`src/rtl/mhq_pkg.sv`:
```
// Shared types and codes for the four-ary min-heap priority queue.
// Holds the entry and result layouts, status and request codes and FSM states.
// No dependencies; every other file in rtl refers to it by scoped names.
package mhq_pkg;

   localparam int KEY_W = 16;
   localparam int PAY_W = 16;
   localparam int OCC_W = 11;

   // One heap word: key in the upper half, payload handle in the lower half.
   typedef struct packed {
      logic [KEY_W-1:0] key;
      logic [PAY_W-1:0] payload;
   } entry_type;

   typedef enum logic [1:0] {
      STATUS_OK    = 2'd0,
      STATUS_EMPTY = 2'd1,
      STATUS_FULL  = 2'd2
   } status_type;

   localparam logic REQ_PUSH = 1'b0;
   localparam logic REQ_POP  = 1'b1;

   typedef struct packed {
      logic [KEY_W-1:0] key;
      logic [PAY_W-1:0] payload;
      status_type       status;
      logic [OCC_W-1:0] occupancy;
   } result_type;

   typedef enum logic [3:0] {
      ST_IDLE,
      ST_UP_DIV,
      ST_UP_RD,
      ST_UP_CMP,
      ST_POP_LAST_RD,
      ST_POP_LAST,
      ST_DN_START,
      ST_DN_SCAN,
      ST_DN_DEC,
      ST_DONE
   } state_type;

endpackage

```
`src/rtl/mhq_ctrl.sv`:
```
// Sequencer for push (sift-up) and pop (sift-down) over the heap memory.
// Keeps the moving entry in a register and writes it once at its final slot.
// Depends on mhq_pkg; drives the ports of mhq_mem.
module mhq_ctrl #(
   parameter int HEAP_DEPTH = 1024,
   parameter int ARITY      = 4
) (
   input  logic                             clock,
   input  logic                             reset,
   input  logic                             req_accept,
   input  logic                             req_type,
   input  logic [mhq_pkg::KEY_W-1:0]        req_key,
   input  logic [mhq_pkg::PAY_W-1:0]        req_payload,
   input  logic                             res_take,
   output logic                             ctrl_idle,
   output logic                             res_valid,
   output mhq_pkg::result_type              result,
   output logic                             mem_wr_en,
   output logic [$clog2(HEAP_DEPTH)-1:0]    mem_wr_addr,
   output mhq_pkg::entry_type               mem_wr_data,
   output logic                             mem_rd_en,
   output logic [$clog2(HEAP_DEPTH)-1:0]    mem_rd_addr,
   input  mhq_pkg::entry_type               mem_rd_data
);

   localparam int ADDR_W  = $clog2(HEAP_DEPTH);
   localparam int CNT_W   = $clog2(HEAP_DEPTH + 1);
   localparam int LOG_A   = $clog2(ARITY);
   localparam int FIRST_W = ADDR_W + LOG_A + 1;
   localparam int CI_W    = $clog2(ARITY + 1);
   // Parent index by reciprocal multiplication; exact for every index below 2**ADDR_W.
   localparam int SHIFT   = ADDR_W + LOG_A;
   localparam int RECIP_W = ADDR_W + 2;
   localparam int PROD_W  = ADDR_W + RECIP_W;
   localparam logic [RECIP_W-1:0] RECIP = RECIP_W'(((2 ** SHIFT) + ARITY - 1) / ARITY);

   mhq_pkg::state_type  state_ff, state_in;
   logic [CNT_W-1:0]    count_ff, count_in;
   logic [ADDR_W-1:0]   pos_ff, pos_in;
   logic [ADDR_W-1:0]   par_ff, par_in;
   mhq_pkg::entry_type  moving_ff, moving_in;
   logic [FIRST_W-1:0]  first_ff, first_in;
   logic [CI_W-1:0]     ci_ff, ci_in;
   logic                cmp_vld_ff, cmp_vld_in;
   logic [ADDR_W-1:0]   cmp_idx_ff, cmp_idx_in;
   logic                cmp_first_ff, cmp_first_in;
   mhq_pkg::entry_type  best_ff, best_in;
   logic [ADDR_W-1:0]   best_idx_ff, best_idx_in;
   logic [mhq_pkg::KEY_W-1:0] res_key_ff, res_key_in;
   logic [mhq_pkg::PAY_W-1:0] res_pay_ff, res_pay_in;
   mhq_pkg::status_type res_status_ff, res_status_in;

   logic [ADDR_W-1:0]  pos_m1;
   logic [PROD_W-1:0]  par_prod;
   logic [ADDR_W-1:0]  par_w;
   logic [FIRST_W-1:0] first_w;
   logic [FIRST_W-1:0] child_w;
   logic [FIRST_W-1:0] n_w;
   logic               has_child;
   logic               issue_now;
   logic               heap_full;
   logic               heap_empty;
   logic               up_less;
   logic               dn_swap;
   logic               scan_better;

   assign pos_m1      = pos_ff - ADDR_W'(1);
   assign par_prod    = PROD_W'(pos_m1) * PROD_W'(RECIP);
   assign par_w       = ADDR_W'(par_prod >> SHIFT);
   assign first_w     = FIRST_W'(pos_ff) * FIRST_W'(ARITY) + FIRST_W'(1);
   assign child_w     = first_ff + FIRST_W'(ci_ff);
   assign n_w         = FIRST_W'(count_ff);
   assign has_child   = first_w < n_w;
   assign issue_now   = (ci_ff < CI_W'(ARITY)) && (child_w < n_w);
   assign heap_full   = count_ff == CNT_W'(HEAP_DEPTH);
   assign heap_empty  = count_ff == '0;
   assign up_less     = moving_ff.key < mem_rd_data.key;
   assign dn_swap     = moving_ff.key > best_ff.key;
   assign scan_better = cmp_first_ff || (mem_rd_data.key < best_ff.key);

   // Next state.
   always_comb begin
      state_in = state_ff;
      case (state_ff)
         mhq_pkg::ST_IDLE: begin
            if (req_accept) begin
               if (req_type == mhq_pkg::REQ_PUSH) begin
                  state_in = heap_full ? mhq_pkg::ST_DONE : mhq_pkg::ST_UP_DIV;
               end else begin
                  state_in = heap_empty ? mhq_pkg::ST_DONE : mhq_pkg::ST_POP_LAST_RD;
               end
            end
         end
         mhq_pkg::ST_UP_DIV: begin
            state_in = (pos_ff == '0) ? mhq_pkg::ST_DONE : mhq_pkg::ST_UP_RD;
         end
         mhq_pkg::ST_UP_RD: begin
            state_in = mhq_pkg::ST_UP_CMP;
         end
         mhq_pkg::ST_UP_CMP: begin
            state_in = up_less ? mhq_pkg::ST_UP_DIV : mhq_pkg::ST_DONE;
         end
         mhq_pkg::ST_POP_LAST_RD: begin
            state_in = mhq_pkg::ST_POP_LAST;
         end
         mhq_pkg::ST_POP_LAST: begin
            state_in = mhq_pkg::ST_DN_START;
         end
         mhq_pkg::ST_DN_START: begin
            state_in = has_child ? mhq_pkg::ST_DN_SCAN : mhq_pkg::ST_DONE;
         end
         mhq_pkg::ST_DN_SCAN: begin
            state_in = issue_now ? mhq_pkg::ST_DN_SCAN : mhq_pkg::ST_DN_DEC;
         end
         mhq_pkg::ST_DN_DEC: begin
            state_in = dn_swap ? mhq_pkg::ST_DN_START : mhq_pkg::ST_DONE;
         end
         mhq_pkg::ST_DONE: begin
            if (res_take) begin
               state_in = mhq_pkg::ST_IDLE;
            end
         end
         default: begin
            state_in = mhq_pkg::ST_IDLE;
         end
      endcase
   end

   // Memory port controls and handshake outputs. The sequence never reads an
   // entry in the cycle it is written, so the memory needs no forwarding.
   always_comb begin
      mem_wr_en   = 1'b0;
      mem_wr_addr = pos_ff;
      mem_wr_data = moving_ff;
      mem_rd_en   = 1'b0;
      mem_rd_addr = '0;
      ctrl_idle   = 1'b0;
      res_valid   = 1'b0;
      case (state_ff)
         mhq_pkg::ST_IDLE: begin
            ctrl_idle = 1'b1;
            mem_rd_en = req_accept && (req_type == mhq_pkg::REQ_POP) && !heap_empty;
         end
         mhq_pkg::ST_UP_DIV: begin
            mem_wr_en = pos_ff == '0;
         end
         mhq_pkg::ST_UP_RD: begin
            mem_rd_en   = 1'b1;
            mem_rd_addr = par_ff;
         end
         mhq_pkg::ST_UP_CMP: begin
            mem_wr_en = 1'b1;
            if (up_less) begin
               mem_wr_data = mem_rd_data;
            end
         end
         mhq_pkg::ST_POP_LAST_RD: begin
            mem_rd_en   = 1'b1;
            mem_rd_addr = ADDR_W'(count_ff);
         end
         mhq_pkg::ST_POP_LAST: begin
            mem_wr_en = 1'b0;
         end
         mhq_pkg::ST_DN_START: begin
            mem_wr_en = !has_child;
         end
         mhq_pkg::ST_DN_SCAN: begin
            mem_rd_en   = issue_now;
            mem_rd_addr = ADDR_W'(child_w);
         end
         mhq_pkg::ST_DN_DEC: begin
            mem_wr_en = 1'b1;
            if (dn_swap) begin
               mem_wr_data = best_ff;
            end
         end
         mhq_pkg::ST_DONE: begin
            res_valid = 1'b1;
         end
         default: begin
            ctrl_idle = 1'b0;
         end
      endcase
   end

   // Datapath register updates.
   always_comb begin
      count_in      = count_ff;
      pos_in        = pos_ff;
      par_in        = par_ff;
      moving_in     = moving_ff;
      first_in      = first_ff;
      ci_in         = ci_ff;
      cmp_vld_in    = 1'b0;
      cmp_idx_in    = cmp_idx_ff;
      cmp_first_in  = cmp_first_ff;
      best_in       = best_ff;
      best_idx_in   = best_idx_ff;
      res_key_in    = res_key_ff;
      res_pay_in    = res_pay_ff;
      res_status_in = res_status_ff;
      case (state_ff)
         mhq_pkg::ST_IDLE: begin
            if (req_accept) begin
               res_key_in    = '0;
               res_pay_in    = '0;
               res_status_in = mhq_pkg::STATUS_OK;
               if (req_type == mhq_pkg::REQ_PUSH) begin
                  if (heap_full) begin
                     res_status_in = mhq_pkg::STATUS_FULL;
                  end else begin
                     moving_in.key     = req_key;
                     moving_in.payload = req_payload;
                     pos_in            = ADDR_W'(count_ff);
                     count_in          = count_ff + CNT_W'(1);
                  end
               end else begin
                  if (heap_empty) begin
                     res_status_in = mhq_pkg::STATUS_EMPTY;
                  end else begin
                     count_in = count_ff - CNT_W'(1);
                  end
               end
            end
         end
         mhq_pkg::ST_UP_DIV: begin
            par_in = par_w;
         end
         mhq_pkg::ST_UP_CMP: begin
            if (up_less) begin
               pos_in = par_ff;
            end
         end
         mhq_pkg::ST_POP_LAST_RD: begin
            // The root read issued at acceptance lands here.
            res_key_in = mem_rd_data.key;
            res_pay_in = mem_rd_data.payload;
         end
         mhq_pkg::ST_POP_LAST: begin
            moving_in = mem_rd_data;
            pos_in    = '0;
         end
         mhq_pkg::ST_DN_START: begin
            first_in = first_w;
            ci_in    = '0;
         end
         mhq_pkg::ST_DN_SCAN: begin
            // Reads go out one child per cycle; each is compared in the cycle after its read.
            cmp_vld_in   = issue_now;
            cmp_idx_in   = ADDR_W'(child_w);
            cmp_first_in = ci_ff == '0;
            if (issue_now) begin
               ci_in = ci_ff + CI_W'(1);
            end
            if (cmp_vld_ff && scan_better) begin
               best_in     = mem_rd_data;
               best_idx_in = cmp_idx_ff;
            end
         end
         mhq_pkg::ST_DN_DEC: begin
            if (dn_swap) begin
               pos_in = best_idx_ff;
            end
         end
         default: begin
            cmp_vld_in = 1'b0;
         end
      endcase
   end

   always_ff @(posedge clock) begin
      if (reset) begin
         state_ff   <= mhq_pkg::ST_IDLE;
         count_ff   <= '0;
         cmp_vld_ff <= 1'b0;
      end else begin
         state_ff   <= state_in;
         count_ff   <= count_in;
         cmp_vld_ff <= cmp_vld_in;
      end
   end

   always_ff @(posedge clock) begin
      pos_ff        <= pos_in;
      par_ff        <= par_in;
      moving_ff     <= moving_in;
      first_ff      <= first_in;
      ci_ff         <= ci_in;
      cmp_idx_ff    <= cmp_idx_in;
      cmp_first_ff  <= cmp_first_in;
      best_ff       <= best_in;
      best_idx_ff   <= best_idx_in;
      res_key_ff    <= res_key_in;
      res_pay_ff    <= res_pay_in;
      res_status_ff <= res_status_in;
   end

   assign result.key       = res_key_ff;
   assign result.payload   = res_pay_ff;
   assign result.status    = res_status_ff;
   assign result.occupancy = mhq_pkg::OCC_W'(count_ff);

endmodule

```
`config.mk`:
```
export PLATFORM = sky130hd
export DESIGN_NAME = mhq_ctrl
export DESIGN_NICKNAME = d
export VERILOG_FILES = /design/src/rtl/mhq_pkg.sv /design/src/rtl/mhq_ctrl.sv
export SDC_FILE = /design/constraint.sdc
export NUM_CORES = 1
export LEC_CHECK = 0
export BUFFER_PORTS_ARGS = -buffer_cell sky130_fd_sc_hd__clkbuf_2
export CAP_MARGIN = 0
export CORE_MARGIN = 5
export CORE_UTILIZATION = 55
export CTS_BUF_LIST = sky130_fd_sc_hd__clkbuf_16
export DETAILED_ROUTE_END_ITERATION = 10
export HOLD_SLACK_MARGIN = 0.1
export PLACE_DENSITY = 0.81
export SYNTH_ARGS = -nofsm -noshare
export SYNTH_HDL_FRONTEND = slang
export SYNTH_SLANG_ARGS = --single-unit
```
`constraint.sdc`:
```
create_clock -name clock -period 5.6 [get_ports clock]
set_input_delay 0.56 -clock clock [delete_from_list [all_inputs] [get_ports clock]]
set_output_delay 0.56 -clock clock [all_outputs]
set_load 0.005 [all_outputs]
```
======== Word level (Yosys, flattened, before mapping) ========
Cells that the tools add are included.
storage, ports and cells
  input port bits ......................... 69
  register bits after elaboration ......... 169
  logic and storage cells ................. 115
  output and inout port bits .............. 101
cells by class
  reduce and logical (&&, ||, !) cells .... 26
  $lt $le $gt $ge ......................... 6
  mux-type cells .......................... 40
  bitwise operators ....................... 1
  equality and inequality tests ........... 19
  $add $sub $neg .......................... 6
operators with widths
  kind                                                                  count
  32-bit 2-to-1 mux                                                     5
  32-bit one-hot mux with 2 select lines                                2
  16-bit one-hot mux with 2 select lines                                2
  10-bit 2-to-1 mux                                                     5
  4-bit 2-to-1 mux                                                      10
  10-bit one-hot mux with 4 select lines                                1
  4-bit one-hot mux with 10 select lines                                1
  11-bit 2-to-1 mux                                                     3
  16-bit < comparator                                                   2
  10-bit one-hot mux with 3 select lines                                1
  13-bit by 11-bit < comparator with 1-bit output                       2
  2-bit != test, second input constant                                  9
  4-bit by 3-bit == test with 1-bit output, second input constant       4
  16-bit greater-than comparator                                        1
  16-bit 2-to-1 mux                                                     1
  12-bit by 1-bit adder with 13-bit output, second input constant       1
  13-bit by 3-bit adder with 13-bit output                              1
  11-bit by 1-bit adder with 11-bit output, second input constant       1
  11-bit == test, second input constant                                 1
  11-bit logical NOT                                                    1
  11-bit by 1-bit subtractor with 11-bit output, second input constant  1
  10-bit logical NOT                                                    1
  2-bit AND reduction                                                   5
  10-bit by 1-bit subtractor with 10-bit output, second input constant  1
  other kinds (21)                                                      36

======== Longest topological paths before layout ========
Gate-level depths: netlist (run 1).
  depth after elaboration ................. 5
  mapped depth ............................ 13
  depth with buffers taken out ............ 12

======== Least setup slack after synthesis (run 1) ========
No wires, ideal clock.
  path kind ............................... input to register
  from .................................... input port mem_rd_data[29] (netlist bit)
  to ...................................... register best_ff[0] (netlist bit), enable pin
  cell stages on the path ................. 7
  library setup time ...................... 467 ps
  slack ................................... 1454 ps
  path buffers ............................ 0
  arrival ................................. 3679 ps
  data required time ...................... 5133 ps
  cell sequence ........................... ha_1 -> a21o_1 -> a21o_1 -> a21oi_1 -> o2111a_1 -> o21ai_0 -> a31oi_1
on the way
  cells in the longest elaborated chain, start to end .. 4
RTL lines
  element                        line             RTL
  start, declared                mhq_ctrl.sv:23   input mhq_pkg::entry_type mem_rd_data
  16-bit < comparator            mhq_ctrl.sv:79   assign scan_better = cmp_first_ff || (mem_rd_data.key < best_ff.key);
  1-bit logical OR               mhq_ctrl.sv:79
  1-bit logical AND              mhq_ctrl.sv:255  if (cmp_vld_ff && scan_better) begin
  2-bit AND reduction (no line)  --
  end signal, assigned           mhq_ctrl.sv:291  best_ff <= best_in;
  end, declared                  mhq_ctrl.sv:47   mhq_pkg::entry_type best_ff, best_in;
Every way passes these cells.
A chain may end at the register's enable or synchronous reset.

======== Worst setup path in the final report (run 1) ========
  from .................................... register ci_ff[2]
  to ...................................... output port mem_rd_en
on the way
  cells in the longest elaborated chain, start to end .. 4
  elaborated cells between the ends (all ways) .. 5
RTL lines
  element                                          line             RTL
  start, declared                                  mhq_ctrl.sv:43   logic [CI_W-1:0] ci_ff, ci_in;
  start signal, assigned                           mhq_ctrl.sv:288  ci_ff <= ci_in;
  13-bit by 3-bit adder with 13-bit output         mhq_ctrl.sv:71   assign child_w = first_ff + FIRST_W'(ci_ff);
  net child_w[6]                                   mhq_ctrl.sv:57   logic [FIRST_W-1:0] child_w;
  13-bit by 11-bit < comparator with 1-bit output  mhq_ctrl.sv:74   assign issue_now = (ci_ff < CI_W'(ARITY)) && (child_w < n_w);
  1-bit logical AND                                mhq_ctrl.sv:74
  1-bit one-hot mux with 3 select lines            mhq_ctrl.sv:139  case (state_ff)
  end, declared                                    mhq_ctrl.sv:21   output logic mem_rd_en,
The timed path passes the listed nets, and every way through them passes these cells.

==> impl.org, run 1 <==
** Layout
- Once layout is done, the placed cells without fillers occupy 10,700 sq um.
- Registers take approximately 4800 sq um.
- Synthesis-to-layout area growth :: 18.7%
- Layout cell share with drive strength beyond 1 :: 0.236
- After filler insertion, the fill cell instance count of the layout stands at approximately 1,300.
- For this run, the post-layout net count is ~1,100.
- Multi-input logic area :: 3760 sq um
- The number of antenna diodes in the final layout is 0.

** Setup path
- Critical path fanouts, max :: 6
- The worst setup path is captured at a primary output.
- Start-to-end type of the worst setup path :: register to primary output
- The worst setup path is launched from a register.
- Critical path data required time :: ~5 ns
- CP Data Arrival Time :: between 3 and 4 ns
- Setup slack on the worst reg-to-reg path comes out at between 1.5 and 2 ns.

** Detailed routing
- The routed layout has around 7,200 vias.
- The pre-antenna-repair detailed-routing pass consisted of 7 iterations.
- Total DRC errors in the routed layout :: 0
- Initial drt markers :: 570
- Average detailed-routed wire length per instance :: 19.4 um
- Post-detailed-route via-to-cell ratio :: between 5 and 6
- Final WL :: around 24,000 um
- In this run the remaining antenna-violating nets after routing total 0.

** Yosys
- Commonest register cell after synthesis :: sky130_fd_sc_hd__edfxtp_1
- Mapped Nets :: between 900 and 1,000
- Synth Area in Simple Gates :: 0.116
- Yosys cell types :: 59
- Portion of the post-synthesis area used by sequential elements :: 0.534
- Synthesized instance count :: about 830
- Counting flops with an async set or reset pin after synthesis yields a share of 0.
- After synthesis, the largest family of logic cells by area is compound AO/OA/AOI/OAI gates.
- The Yosys step of the flow raised 0 warnings.
- Multiplexer area fraction after synthesis :: 0.0212
- Xor-xnor portion of the synthesized cell area :: 0.0232
- Syn Area/Cell :: 10.8 sq um
- The complex-gate fraction of the synthesized area is 0.144.
- Number of flops mapped to enable cells by yosys :: 150
- Mapped cell area :: ~9000 sq um
- Synth Register Bits :: between 150 and 200
- Of the total synthesized cell area, the portion taken by full adders, half adders and majority gates is 0.109.

** Power
- Dividing total power by cell area gives a power density of 474 nW/um^2.
- Power share of the combinational group :: 0.357
- Of the total power, the share spent switching nets is 0.374.
- Leak pwr :: roughly 4.8 nW
- Of the total power, the clock network draws 0.240.
- Of the total power, registers draw 0.403.
- Highest ir drop seen on vdd :: 0.000294 V
- Net switching power figure :: 1.90 mW
- Power comes to between 5 and 6 mW.
- Total internal power :: ~3.2 mW

** Min path
- Worst Hold Class :: input port to register

** STA
- Clock Skew :: between 0.01 and 0.015 ns
- Setup repair after global routing missed its margin :: no
- Max Fclk :: ~0.23 GHz
- Total of endpoints with negative setup slack in the final report :: 0
- Max-slew headroom at the worst pin :: 0.137
- Ratio of final minimum period to clock period :: 0.781
- Final max-slew violation count :: 0
- Setup TNS :: 0 ns
- Final Hold Fails :: 0
- For the pin with the worst max-slew slack, the measured transition is 1.29 ns.
- The smallest clock period supported by the final layout is computed as approximately 4.4 ns.

** Run
- Number of maximum-capacitance violations :: 0

** Floorplanning
- The die is roughly 140 um tall.
- Total Die Area :: roughly 19,000 sq um
- # rows :: 46
- Top-Level Pins :: 170
- Core box area :: between 15,000 and 20,000 sq um
- X dimension of the die :: approximately 140 um
- The initial utilization of the core area, before any placement, comes to 0.565.

** Clock network
- Clock latency reported for the late side of the worst-skew pair :: between 0.4 and 0.5 ns
- # clock sinks :: roughly 170
- The number of setup buffers added after CTS is 0.
- After clock tree synthesis, the clock-pin slew on the worst setup and hold paths is ~0.07 ns.
- TritonCTS created 17 clock buffers.
- The longest clock path from root to sink contains 2 buffers.
- In this run, post-CTS hold repair placed 0 buffers.
- H-tree lvl count :: 4
- Once the clock tree was built, the resizer swapped 0 gates to a different size.
- Clock tree from TritonCTS :: done
- CTS root buffer :: sky130_fd_sc_hd__clkbuf_16

** Placement
- Number of buffers added on ports :: ~170
- At the end of routability-driven placement, the weighted congestion stood at between 0.9 and 1.
- The wire-length estimate of the detail-placed layout is around 17,000 um.
- In this run the cell area measured after placement is 10,100 sq um.

** Global route
- Summed over all layers, the global routing overflow is 0.
- Number of antenna violations at the first check in global routing :: 0
- Entering global routing, the biggest net connects 35 pins.
- Via count of the first global-routing pass :: roughly 7,000
- The first global-routing pass estimated 38,500 um of wire.
- In the global route stage, overall resource usage came out at 0.250.

** Run status
- The flow ran to the end, and the final reports show no timing, DRC or antenna violations.
==> metrics by stage <==
stage	setup slack (ns)	std cells	util	hold WS, ns
6_report	1.23	1229	0.670	0.336
5_1_grt	0.991	1229	0.670	0.323
4_1_cts	1.25	1229	0.670	0.320
3_5_place_dp	1.66	1197	0.632	0.407
3_3_place_gp	1.71	1197	0.632	0.401
2_1_floorplan	1.45	834	-	0.400
==> metal layers <==
layer,track usage,up-vias,routed length [um],share of wire
met5,0,-,0,0
li1,-,3409,-,-
met3,0.0566,44,2500,0.10
met1,0.339,3402,9640,0.40
met4,0.0770,0,469,0.020
met2,0.405,380,11200,0.47
==> critical path, cell delays in order (launching register included) <==
cell                       delay (ns)
sky130_fd_sc_hd__edfxtp_1        0.45
sky130_fd_sc_hd__ha_1            0.40
sky130_fd_sc_hd__a21o_1          0.19
sky130_fd_sc_hd__nand4_1         0.12
sky130_fd_sc_hd__xnor2_1         0.27
sky130_fd_sc_hd__ha_1            0.30
sky130_fd_sc_hd__a21o_1          0.18
sky130_fd_sc_hd__a21oi_1         0.14
sky130_fd_sc_hd__o21ai_0         0.11
sky130_fd_sc_hd__a21o_1          0.17
sky130_fd_sc_hd__a2111o_1        0.42
sky130_fd_sc_hd__or2_1           0.31
sky130_fd_sc_hd__nand4_1         0.13
sky130_fd_sc_hd__clkbuf_2        0.18
==> layout by cell type (no fill, tap or decap), types with 12 or more instances in the layout <==
master,netlist,layout
sky130_fd_sc_hd__a21o_1,13,13
sky130_fd_sc_hd__a21oi_1,67,67
sky130_fd_sc_hd__and3_1,18,18
sky130_fd_sc_hd__clkbuf_16,0,17
sky130_fd_sc_hd__clkbuf_2,0,169
sky130_fd_sc_hd__dfxtp_1,16,16
sky130_fd_sc_hd__edfxtp_1,150,150
sky130_fd_sc_hd__ha_1,77,77
sky130_fd_sc_hd__inv_1,90,90
sky130_fd_sc_hd__mux2_2,16,16
sky130_fd_sc_hd__nand2_1,78,78
sky130_fd_sc_hd__nand3_1,12,12
sky130_fd_sc_hd__nor2_1,46,45
sky130_fd_sc_hd__nor3_1,15,14
sky130_fd_sc_hd__o21ai_0,32,32
sky130_fd_sc_hd__o22ai_1,32,32
sky130_fd_sc_hd__xnor2_1,14,14
==> power groups by stage <==
| stage | combinational [mW] | clock (mW) | sequential (mW) |
|---|---|---|---|
| global placement | 1.76 | 0 | 2.06 |
| floorplan | 1.09 | 0 | 1.97 |
| CTS | 1.82 | 1.23 | 2.04 |
| global route | 2.03 | 1.29 | 2.08 |
| detailed placement | 1.81 | 0 | 2.07 |
| finish | 1.82 | 1.22 | 2.05 |
==> sequential cells by signal, summed over array words and instances (netlist names) <==
signal	count
mem_wr_addr	10
res_status_ff	2
res_key_ff	16
count_ff	11
res_pay_ff	16
ci_ff	3
best_ff	32
cmp_first_ff	1
state_ff	4
first_ff	10
cmp_vld_ff	1
cmp_idx_ff	10
par_ff	8
best_idx_ff	10
moving_ff	32
==> Yosys cell counts, types with 3 or more instances <==
master / count / share of area
sky130_fd_sc_hd__o21a_1: 3 / 0.0025
sky130_fd_sc_hd__a222oi_1: 8 / 0.0089
sky130_fd_sc_hd__o21ai_1: 4 / 0.0022
sky130_fd_sc_hd__nand2_1: 78 / 0.032
sky130_fd_sc_hd__nor2_1: 46 / 0.019
sky130_fd_sc_hd__a21oi_1: 67 / 0.037
sky130_fd_sc_hd__nor3_1: 15 / 0.0083
sky130_fd_sc_hd__xor2_1: 10 / 0.0097
sky130_fd_sc_hd__clkbuf_1: 27 / 0.011
sky130_fd_sc_hd__nand4_1: 10 / 0.0069
sky130_fd_sc_hd__a31oi_1: 6 / 0.0042
sky130_fd_sc_hd__nor4_1: 5 / 0.0035
sky130_fd_sc_hd__edfxtp_1: 150 / 0.50
sky130_fd_sc_hd__inv_1: 90 / 0.037
sky130_fd_sc_hd__a21o_1: 13 / 0.011
sky130_fd_sc_hd__a221oi_1: 3 / 0.0029
sky130_fd_sc_hd__dfxtp_1: 16 / 0.035
sky130_fd_sc_hd__mux2_2: 16 / 0.020
sky130_fd_sc_hd__buf_2: 3 / 0.0017
sky130_fd_sc_hd__a22oi_1: 6 / 0.0050
sky130_fd_sc_hd__o211ai_1: 6 / 0.0050
sky130_fd_sc_hd__ha_1: 77 / 0.11
sky130_fd_sc_hd__nand3_1: 12 / 0.0066
sky130_fd_sc_hd__o21ai_0: 32 / 0.018
sky130_fd_sc_hd__or3_1: 4 / 0.0028
sky130_fd_sc_hd__a211oi_1: 3 / 0.0025
sky130_fd_sc_hd__o22ai_1: 32 / 0.022
sky130_fd_sc_hd__o31a_1: 3 / 0.0029
sky130_fd_sc_hd__inv_2: 3 / 0.0012
sky130_fd_sc_hd__nor2b_1: 10 / 0.0069
sky130_fd_sc_hd__xnor2_1: 14 / 0.014
sky130_fd_sc_hd__and3_1: 18 / 0.012
sky130_fd_sc_hd__nand2b_1: 8 / 0.0055
==> path summary, 6_finish.rpt <==
path         cells past startpoint                        to                startpoint
min                              1      best_ff[3]$_DFFE_PP_            mem_rd_data[3]
max reg2reg                      7     best_ff[18]$_DFFE_PP_  state_ff[0]$_SDFFE_PP0P_
max                             13                 mem_rd_en    ci_ff[2]$_SDFFCE_PN0P_
min reg2reg                      0  best_idx_ff[7]$_DFFE_PP_   cmp_idx_ff[7]$_DFFE_PP_
==> cell type report <==
type                            instances  area share
Clock buffer                           17      0.0397
Clock inverter                         15      0.0170
Inverter                               93      0.0325
Multi-Input combinational cell        544       0.351
Sequential cell                       166       0.450
Tap cell                              216      0.0252
Timing Repair Buffer                  178      0.0851
==> kinds of logic after synthesis <==
kind of cell / Yosys count
DFF: 166
AOI/OAI and AO/OA: 205
adders and majority gates: 78
muxes: 17
and+or+nand+nor: 220
xor gates and xnor gates: 24
buffers and inverters: 124
No activity file was read; power rests on OpenSTA's default activity.
==> run 2: changes to the inputs <==
ABC_AREA = 1   (was not set)
clock period = 4.3 ns   (was 5.6 ns; I/O delays follow)
==> impl.org, run 2 <==
** Global route
- The initial antenna violation count is 0 (unchanged).
- The global-route wire length before repair was 41,400 um (was 38,500 um).
- Maximum number of pins on one net before global-route repair :: 61 (was 35)
- Total routing resource utilization after global routing :: 0.260 (was 0.250)
- Via count of the first global-routing pass :: 8,314 (was 7,086)
- Grt ovf :: 0 (unchanged)

** Layout
- Layout cell share with drive strength beyond 1 :: 0.200 (was 0.236)
- Most common cell after layout, fill and taps aside :: sky130_fd_sc_hd__nand2_1 (was sky130_fd_sc_hd__clkbuf_2)
- The final layout net count is 1,382 (was 1,147).
- Biggest regs: best_ff x32, moving_ff x32 (unchanged).
- Commonest cells after routing, fill and taps aside: sky130_fd_sc_hd__nand2_1, sky130_fd_sc_hd__clkbuf_2, sky130_fd_sc_hd__edfxtp_1 (was sky130_fd_sc_hd__clkbuf_2, sky130_fd_sc_hd__edfxtp_1, sky130_fd_sc_hd__inv_1).
- Antenna cell count :: 0 (unchanged)
- Synthesis-to-layout area growth :: 17.1% (was 18.7%)

** Yosys
- Number of flops mapped to enable cells by yosys :: 150 (unchanged)
- The cell taking the most area after synthesis is sky130_fd_sc_hd__edfxtp_1 (unchanged).
- Syn. warnings :: 0 (unchanged)
- Mapped cell area :: 9690 sq um (was 9040 sq um)
- The most frequently used flop master after synthesis is sky130_fd_sc_hd__edfxtp_1 (unchanged).
- The synthesized net count is 1,215 (was 981).
- The number of distinct library cells after synthesis was 50 (was 59).
- Leading post-synthesis cells by cell area :: sky130_fd_sc_hd__edfxtp_1, sky130_fd_sc_hd__nand2_1, sky130_fd_sc_hd__ha_1 (was sky130_fd_sc_hd__edfxtp_1, sky130_fd_sc_hd__ha_1, sky130_fd_sc_hd__inv_1)
- Top cell type's share of synthesized area :: 0.465 (was 0.498)
- Synthesized instance count :: 1,068 (was 834)
- Most instantiated library cell after synthesis :: sky130_fd_sc_hd__nand2_1 (was sky130_fd_sc_hd__edfxtp_1)
- Synth Register Bits :: 166 (unchanged)
- Commonest cells post-synth :: sky130_fd_sc_hd__nand2_1, sky130_fd_sc_hd__edfxtp_1, sky130_fd_sc_hd__inv_1, sky130_fd_sc_hd__o21ai_0, sky130_fd_sc_hd__nor2_1 (was sky130_fd_sc_hd__edfxtp_1, sky130_fd_sc_hd__inv_1, sky130_fd_sc_hd__nand2_1, sky130_fd_sc_hd__ha_1, sky130_fd_sc_hd__a21oi_1)
- The per-instance average area after synthesis came to 9.07 sq um (was 10.8 sq um).
- The sequential area share after synthesis came to 0.498 (was 0.534).
- Proportion of register bits with asynchronous set or reset after synthesis :: 0 (unchanged)

** STA
- Total of endpoints with negative setup slack in the final report :: 0 (unchanged)
- Final Hold Fails :: 0 (unchanged)
- Worst-Margin Slew :: 0.914 ns (was 1.29 ns)
- The max-slew violation count was 0 (unchanged).
- Setup repair after global routing missed its margin: no (unchanged).
- The worst max-slew margin expressed relative to the limit is 0.388 (was 0.137).
- Setup ws final :: 0.474 ns (was 1.23 ns)
- Setup TNS :: 0 ns (unchanged)
- Ratio of final minimum period to clock period :: 0.890
- Timing would allow up to roughly 0.26 GHz.
- Clock Skew :: 0.00828 ns (was 0.0111 ns)
- For the finished layout, the period the worst path requires is between 3 and 4 ns.

** Placement
- Number of buffers added on ports :: 169 (unchanged)
- The placed wire-length estimate after detailed placement came to 19,100 um (was 17,000 um).
- The final RePlAce weighted congestion is 0.913 (was 0.935).
- The minimum setup slack after placement is 0.965 ns (was 1.66 ns).

** Min path
- Worst Hold Class :: input port to register (unchanged)
- The hold path endpoint is best_ff[0]$_DFFE_PP_ (was best_ff[3]$_DFFE_PP_).
- Hold Startpoint :: mem_rd_data[0] (was mem_rd_data[3])
- Min-Delay Path Depth :: 1 (unchanged)

** Clock network
- The number of clock buffers inserted by TritonCTS was 17 (unchanged).
- The total clock sinks was 166 (unchanged).
- Number of hold buffers added after CTS :: 0 (unchanged)
- Clock tree from TritonCTS :: done (unchanged)
- The clock-pin slew on the worst setup and hold paths was 0.06 ns (was 0.07 ns).
- The number of instances resized during post-cts repair came to 0 (unchanged).
- The total number of H-tree levels was 4 (unchanged).
- Clock buffer depth :: 2 (unchanged)
- The source-to-sink clock delay at the later pin of the worst-skew pair is 0.43 ns (about the same).
- CTS root buffer :: sky130_fd_sc_hd__clkbuf_16 (unchanged)
- The number of setup buffers added after CTS was 0 (unchanged).

** Setup path
- The data required time at the worst endpoint was 3.87 ns (was 5.04 ns).
- Number of cells on the worst reg-to-reg path :: 18 (was 7)
- The category of the worst setup path capture point is a primary output (unchanged).
- Crit path launch type :: register (unchanged)
- The internal reg-to-reg setup slack is 1.16 ns (was 1.96 ns).
- R2r startpoint :: ci_ff[2]$_SDFFCE_PN0P_ (was state_ff[0]$_SDFFE_PP0P_)
- Start-to-end type of the worst setup path :: register to primary output (unchanged)
- The highest net fanout along the worst path is 4 (was 6).
- Worst R2R End :: state_ff[2]$_SDFFE_PP0P_ (was best_ff[18]$_DFFE_PP_)
- CP Data Arrival Time :: 3.40 ns (was 3.81 ns)

** Detailed routing
- The total detailed-routing wirelength is 26,800 um (was 23,800 um).
- The routed via count divided by cell count came to 5.77 (was 5.89).
- Total number of vias :: 8,496 (was 7,235)
- The initial DRC count came to 660 (was 570).
- The post-detailed-route wirelength per cell was 18.2 um (was 19.4 um).
- Number of nets with antenna violations after routing :: 0 (unchanged)
- The number of remaining DRC errors is 0 (unchanged).
- DR pass1 iterations :: 5 (was 7)

** Power
- Power share of the combinational group :: 0.437 (was 0.357)
- Pwr per Cell Area :: 689 nW/um^2 (was 474 nW/um^2)
- The largest voltage drop on the vdd net was 0.000387 V (was 0.000294 V).
- The fraction of power spent switching nets is 0.412 (was 0.374).
- Total internal power :: 4.60 mW (was 3.18 mW)
- The sequential group share of total power is 0.367 (was 0.403).
- The leakage power was 5.22 nW (was 4.76 nW).
- The clock network power share was 0.196 (was 0.240).
- Net switching power figure :: 3.22 mW (was 1.90 mW)

** Run status
- Run status: finished, final reports clean (unchanged).

** Floorplanning
- The die width was 143 um (was 138 um).
- The starting utilization of the core area is 0.560 (was 0.565).
- The number of rows created at floorplan is 48 (was 46).
- Top-Level Pins :: 170 (unchanged)
- Overall die height :: 143 um (was 138 um)
- Core box area :: 17,300 sq um (was 16,000 sq um)
- The area enclosed by the die boundary was 20,400 sq um (was 19,100 sq um).

** Run
- The count of max-cap constraint violations came to 0 (unchanged).
==> run 2: critical path, stage by stage (launching register included) <==
cell                       delay, ns
sky130_fd_sc_hd__edfxtp_1       0.45
sky130_fd_sc_hd__ha_1           0.36
sky130_fd_sc_hd__nand3_1        0.09
sky130_fd_sc_hd__nand2_1        0.13
sky130_fd_sc_hd__inv_1          0.05
sky130_fd_sc_hd__nor2_1         0.15
sky130_fd_sc_hd__nand4_1        0.12
sky130_fd_sc_hd__xor2_1         0.23
sky130_fd_sc_hd__inv_1          0.09
sky130_fd_sc_hd__ha_1           0.30
sky130_fd_sc_hd__nand2_1        0.09
sky130_fd_sc_hd__inv_1          0.04
sky130_fd_sc_hd__nand2_1        0.05
sky130_fd_sc_hd__nand2_1        0.04
sky130_fd_sc_hd__a21oi_1        0.12
sky130_fd_sc_hd__nand4_1        0.15
sky130_fd_sc_hd__nor2_1         0.16
sky130_fd_sc_hd__inv_1          0.10
sky130_fd_sc_hd__o211ai_1       0.11
sky130_fd_sc_hd__clkbuf_2       0.15
==> run 2: power groups by stage <==
stage               Clock [mW]  Combinational [mW]  Sequential [mW]
global route              1.62                3.81             2.92
detailed placement           0                3.36             2.89
finish                    1.53                3.42             2.87
CTS                       1.54                3.40             2.86
floorplan                    0                2.14             2.80
global placement             0                3.27             2.87
==> run 2: layout make-up <==
type                    count  area, sq um
clock buffers              17          425
clock inverters            14          160
fillers                  1392         5950
inverters                 129          484
multi-input cells         739         4230
flip-flops and latches    166         4820
well taps                 225          282
repair buffers            182          943
==> run 2: cells by family after synthesis <==
logic type | synth area share
simple gates | 0.184
compound gates | 0.128
flops | 0.498
buf+inv | 0.0681
fa+ha+maj | 0.101
xor+xnor | 0.0199
==> run 2: worst max-delay path by stage <==
stage                                 startpoint  cells past startpoint  slack [ns]                    to
after floorplan                  mem_rd_data[19]                      8        0.89  best_ff[0]$_DFFE_PP_
after global placement    ci_ff[2]$_SDFFCE_PN0P_                     19        1.13             mem_rd_en
after detailed placement  ci_ff[2]$_SDFFCE_PN0P_                     19        0.97             mem_rd_en
after CTS                 ci_ff[2]$_SDFFCE_PN0P_                     19        0.50             mem_rd_en
after global routing      ci_ff[2]$_SDFFCE_PN0P_                     19        0.20             mem_rd_en
final                     ci_ff[2]$_SDFFCE_PN0P_                     19        0.47             mem_rd_en
==> run 2: metal layers <==
| layer | global-route usage | up-vias | share of wire |
|---|---|---|---|
| met2 | 0.445 | 482 | 0.49 |
| met5 | 0 | - | 0 |
| met3 | 0.0543 | 75 | 0.10 |
| met4 | 0.111 | 0 | 0.032 |
| met1 | 0.319 | 3947 | 0.38 |
| li1 | - | 3992 | - |
==> run 2: through the flow <==
stage          instances  instance area (sq um)  hold slack [ns]  power, mW  utilization
2_1_floorplan       1068                   9690            0.400       4.94            -
5_1_grt             1472                  11300            0.179       8.35        0.656
3_5_place_dp        1441                  10800            0.406       6.26        0.622
3_3_place_gp        1441                  10800            0.401       6.14        0.622
6_report            1472                  11300            0.187       7.82        0.656
4_1_cts             1472                  11300            0.180       7.81        0.656
==> run 3: changes to the inputs <==
ABC_AREA = not set   (was 1)
==> impl.org, run 3 (same netlist as run 1, synthesis figures left out) <==
** Clock network
- Clock Pin Slew Worst Setup and Hold Paths :: 0.07 ns (was 0.06 ns)
- Clock latency reported for the late side of the worst-skew pair :: 0.43 ns (about the same)
- H-tree lvl count :: 4 (unchanged)
- The number of clock buffers inserted by TritonCTS was 17 (unchanged).
- Clock buffer depth :: 2 (unchanged)
- Clock tree from TritonCTS :: done (unchanged)
- The total clock sinks is 166 (unchanged).
- The root buffer cell is sky130_fd_sc_hd__clkbuf_16 (unchanged).

** STA
- The worst max-slew margin expressed relative to the limit was 0.347 (was 0.388).
- Setup repair after global routing missed its margin: no (unchanged).
- The final total negative setup slack was 0 ns (unchanged).
- The final worst hold slack is 0.200 ns (was 0.187 ns).
- The share of the clock period used by the worst path came to 0.949 (was 0.890).
- Max Fclk :: 0.245 GHz (was 0.261 GHz)
- Final max-slew violation count :: 0 (unchanged)
- Clock Skew :: 0.00863 ns (was 0.00828 ns)
- The clock period minus final worst setup slack came to 4.08 ns (was 3.83 ns).
- Total of endpoints with negative setup slack in the final report :: 0 (unchanged)
- Worst-Margin Slew :: 0.974 ns (was 0.914 ns)
- Final Hold Fails :: 0 (unchanged)
- The least setup slack across all paths after layout is 0.221 ns (was 0.474 ns).

** Layout
- Biggest regs :: best_ff x32, moving_ff x32 (unchanged)
- The share of layout cells above drive strength 1 was 0.247 (was 0.200).
- Synthesis-to-layout area growth :: 19.5% (was 17.1%)
- The number of non-filler instances in the completed layout came to 1,241 (was 1,472).
- The commonest non-fill, non-tap cell in the layout is sky130_fd_sc_hd__clkbuf_2 (was sky130_fd_sc_hd__nand2_1).
- Final Net Count :: 1,159 (was 1,382)
- Commonest cells after routing, fill and taps aside: sky130_fd_sc_hd__clkbuf_2, sky130_fd_sc_hd__edfxtp_1, sky130_fd_sc_hd__inv_1 (was sky130_fd_sc_hd__nand2_1, sky130_fd_sc_hd__clkbuf_2, sky130_fd_sc_hd__edfxtp_1).
- The number of diodes was 0 (unchanged).
- The count of filler cells inserted in the layout is 1,247 (was 1,392).

** Detailed routing
- The vias after detailed routing was 7,295 (was 8,496).
- The number of remaining DRC errors was 0 (unchanged).
- The post-detailed-route wirelength per cell came to 19.4 um (was 18.2 um).
- The routed via count divided by cell count was 5.88 (was 5.77).
- The total detailed-routing wirelength came to 24,100 um (was 26,800 um).
- The detailed-routing iteration count for the pre-antenna-repair pass is 6 (was 5).
- Number of nets with antenna violations after routing :: 0 (unchanged)
- The initial DRC count is 599 (was 660).

** Setup path
- Critical path endpoint category :: primary output (unchanged)
- Crit path launch type :: register (unchanged)
- The worst path arrival time came to 3.65 ns (was 3.40 ns).
- Critical path fanouts, max :: 6 (was 4)
- Start-to-end type of the worst setup path :: register to primary output (unchanged)
- Critical path data required time :: 3.87 ns (about the same)

** Global route
- The maximum number of pins on one net before global-route repair was 34 (was 61).
- The via count of the first global-routing pass was 7,126 (was 8,314).
- Total routing resource utilization after global routing :: 0.248 (was 0.260)
- Grt ovf :: 0 (unchanged)
- The initial antenna violation count came to 0 (unchanged).
- Wire length of the first global-routing pass :: 38,000 um (was 41,400 um)

** Power
- Leak pwr :: 4.81 nW (was 5.22 nW)
- The largest voltage drop on the vdd net is 0.000487 V (was 0.000387 V).
- Pwr per Cell Area :: 608 nW/um^2 (was 689 nW/um^2)

** Placement
- Number of buffers added on ports :: 169 (unchanged)
- The minimum setup slack after placement is 0.631 ns (was 0.965 ns).
- The final RePlAce weighted congestion is 0.916 (was 0.913).
- Cell count after placement :: 1,209 (was 1,441)
- The placed wire-length estimate after detailed placement was 17,000 um (was 19,100 um).

** Floorplanning
- The die width is 138 um (was 143 um).
- The area enclosed by the die boundary is 19,100 sq um (was 20,400 sq um).
- Overall die height :: 138 um (was 143 um)
- The number of rows created at floorplan is 46 (was 48).
- Core box area :: 16,000 sq um (was 17,300 sq um)
- The boundary pin count is 170 (unchanged).
- The starting utilization of the core area is 0.565 (was 0.560).

** Min path
- Worst Hold Class :: input port to register (unchanged)

** Run status
- Run status: finished, final reports clean (unchanged).

** Run
- Number of maximum-capacitance violations :: 0 (unchanged)
==> run 3: what timing repair did <==
item,4_1_cts,5_1_grt
resized for setup,0,2
hold buffers,0,0
setup buffers,0,0
endpoints found under the setup margin,0,1
==> run 3: area by class of cell <==
class | instances | area [sq um] | area share
flip-flops and latches | 166 | 4820 | 0.446
multi-input cells | 544 | 3780 | 0.350
repair buffers | 190 | 1000 | 0.0928
clock buffers | 17 | 425 | 0.0394
inverters | 93 | 349 | 0.0323
well taps | 216 | 270 | 0.0250
clock inverters | 15 | 153 | 0.0141
==> run 3: final timing paths <==
kind	startpoint	end	slack, ns	depth (start not counted)
setup / recovery	ci_ff[2]$_SDFFCE_PN0P_	mem_rd_en	0.22	12
hold / removal	mem_rd_data[3]	best_ff[3]$_DFFE_PP_	0.20	1
setup reg to reg	ci_ff[2]$_SDFFCE_PN0P_	ci_ff[2]$_SDFFCE_PN0P_	0.86	11
hold reg to reg	cmp_idx_ff[5]$_DFFE_PP_	best_idx_ff[5]$_DFFE_PP_	0.42	0
==> run 3: metrics by stage <==
stage                     utilization  instance area (sq um)  total power [mW]
final                           0.675                  10800              6.57
after global routing            0.675                  10800              6.97
after CTS                       0.674                  10800              6.59
after detailed placement        0.638                  10200              5.09
after global placement          0.638                  10200              5.03
after floorplan                     -                   9040              3.99
==> run 3: layer usage <==
metal  wire, um  GRT usage  vias to the layer above
met2      11400      0.403                      368
met1      10000      0.332                     3460
met4        477     0.0759                        0
li1           -          -                     3425
met3       2160     0.0579                       42
met5          0          0                        -
==> run 3: power breakdown <==
| group | internal, mW | total (mW) | switching (mW) |
|---|---|---|---|
| Combinational | 1.01 | 2.47 | 1.46 |
| Clock | 0.777 | 1.49 | 0.709 |
| Sequential | 2.29 | 2.61 | 0.324 |
| Total | 4.08 | 6.57 | 2.50 |
==> run 3: critical path, cell delays in order (launching register included) <==
cell and delay [ns]:
sky130_fd_sc_hd__edfxtp_1 0.48, sky130_fd_sc_hd__ha_4 0.34, sky130_fd_sc_hd__a31oi_2 0.17, sky130_fd_sc_hd__nor3_2 0.25
sky130_fd_sc_hd__xor2_1 0.27, sky130_fd_sc_hd__ha_1 0.30, sky130_fd_sc_hd__a21oi_1 0.15, sky130_fd_sc_hd__o21ai_0 0.10
sky130_fd_sc_hd__a21o_1 0.17, sky130_fd_sc_hd__a2111o_1 0.42, sky130_fd_sc_hd__or2_1 0.31, sky130_fd_sc_hd__nand4_1 0.13
sky130_fd_sc_hd__clkbuf_2 0.13
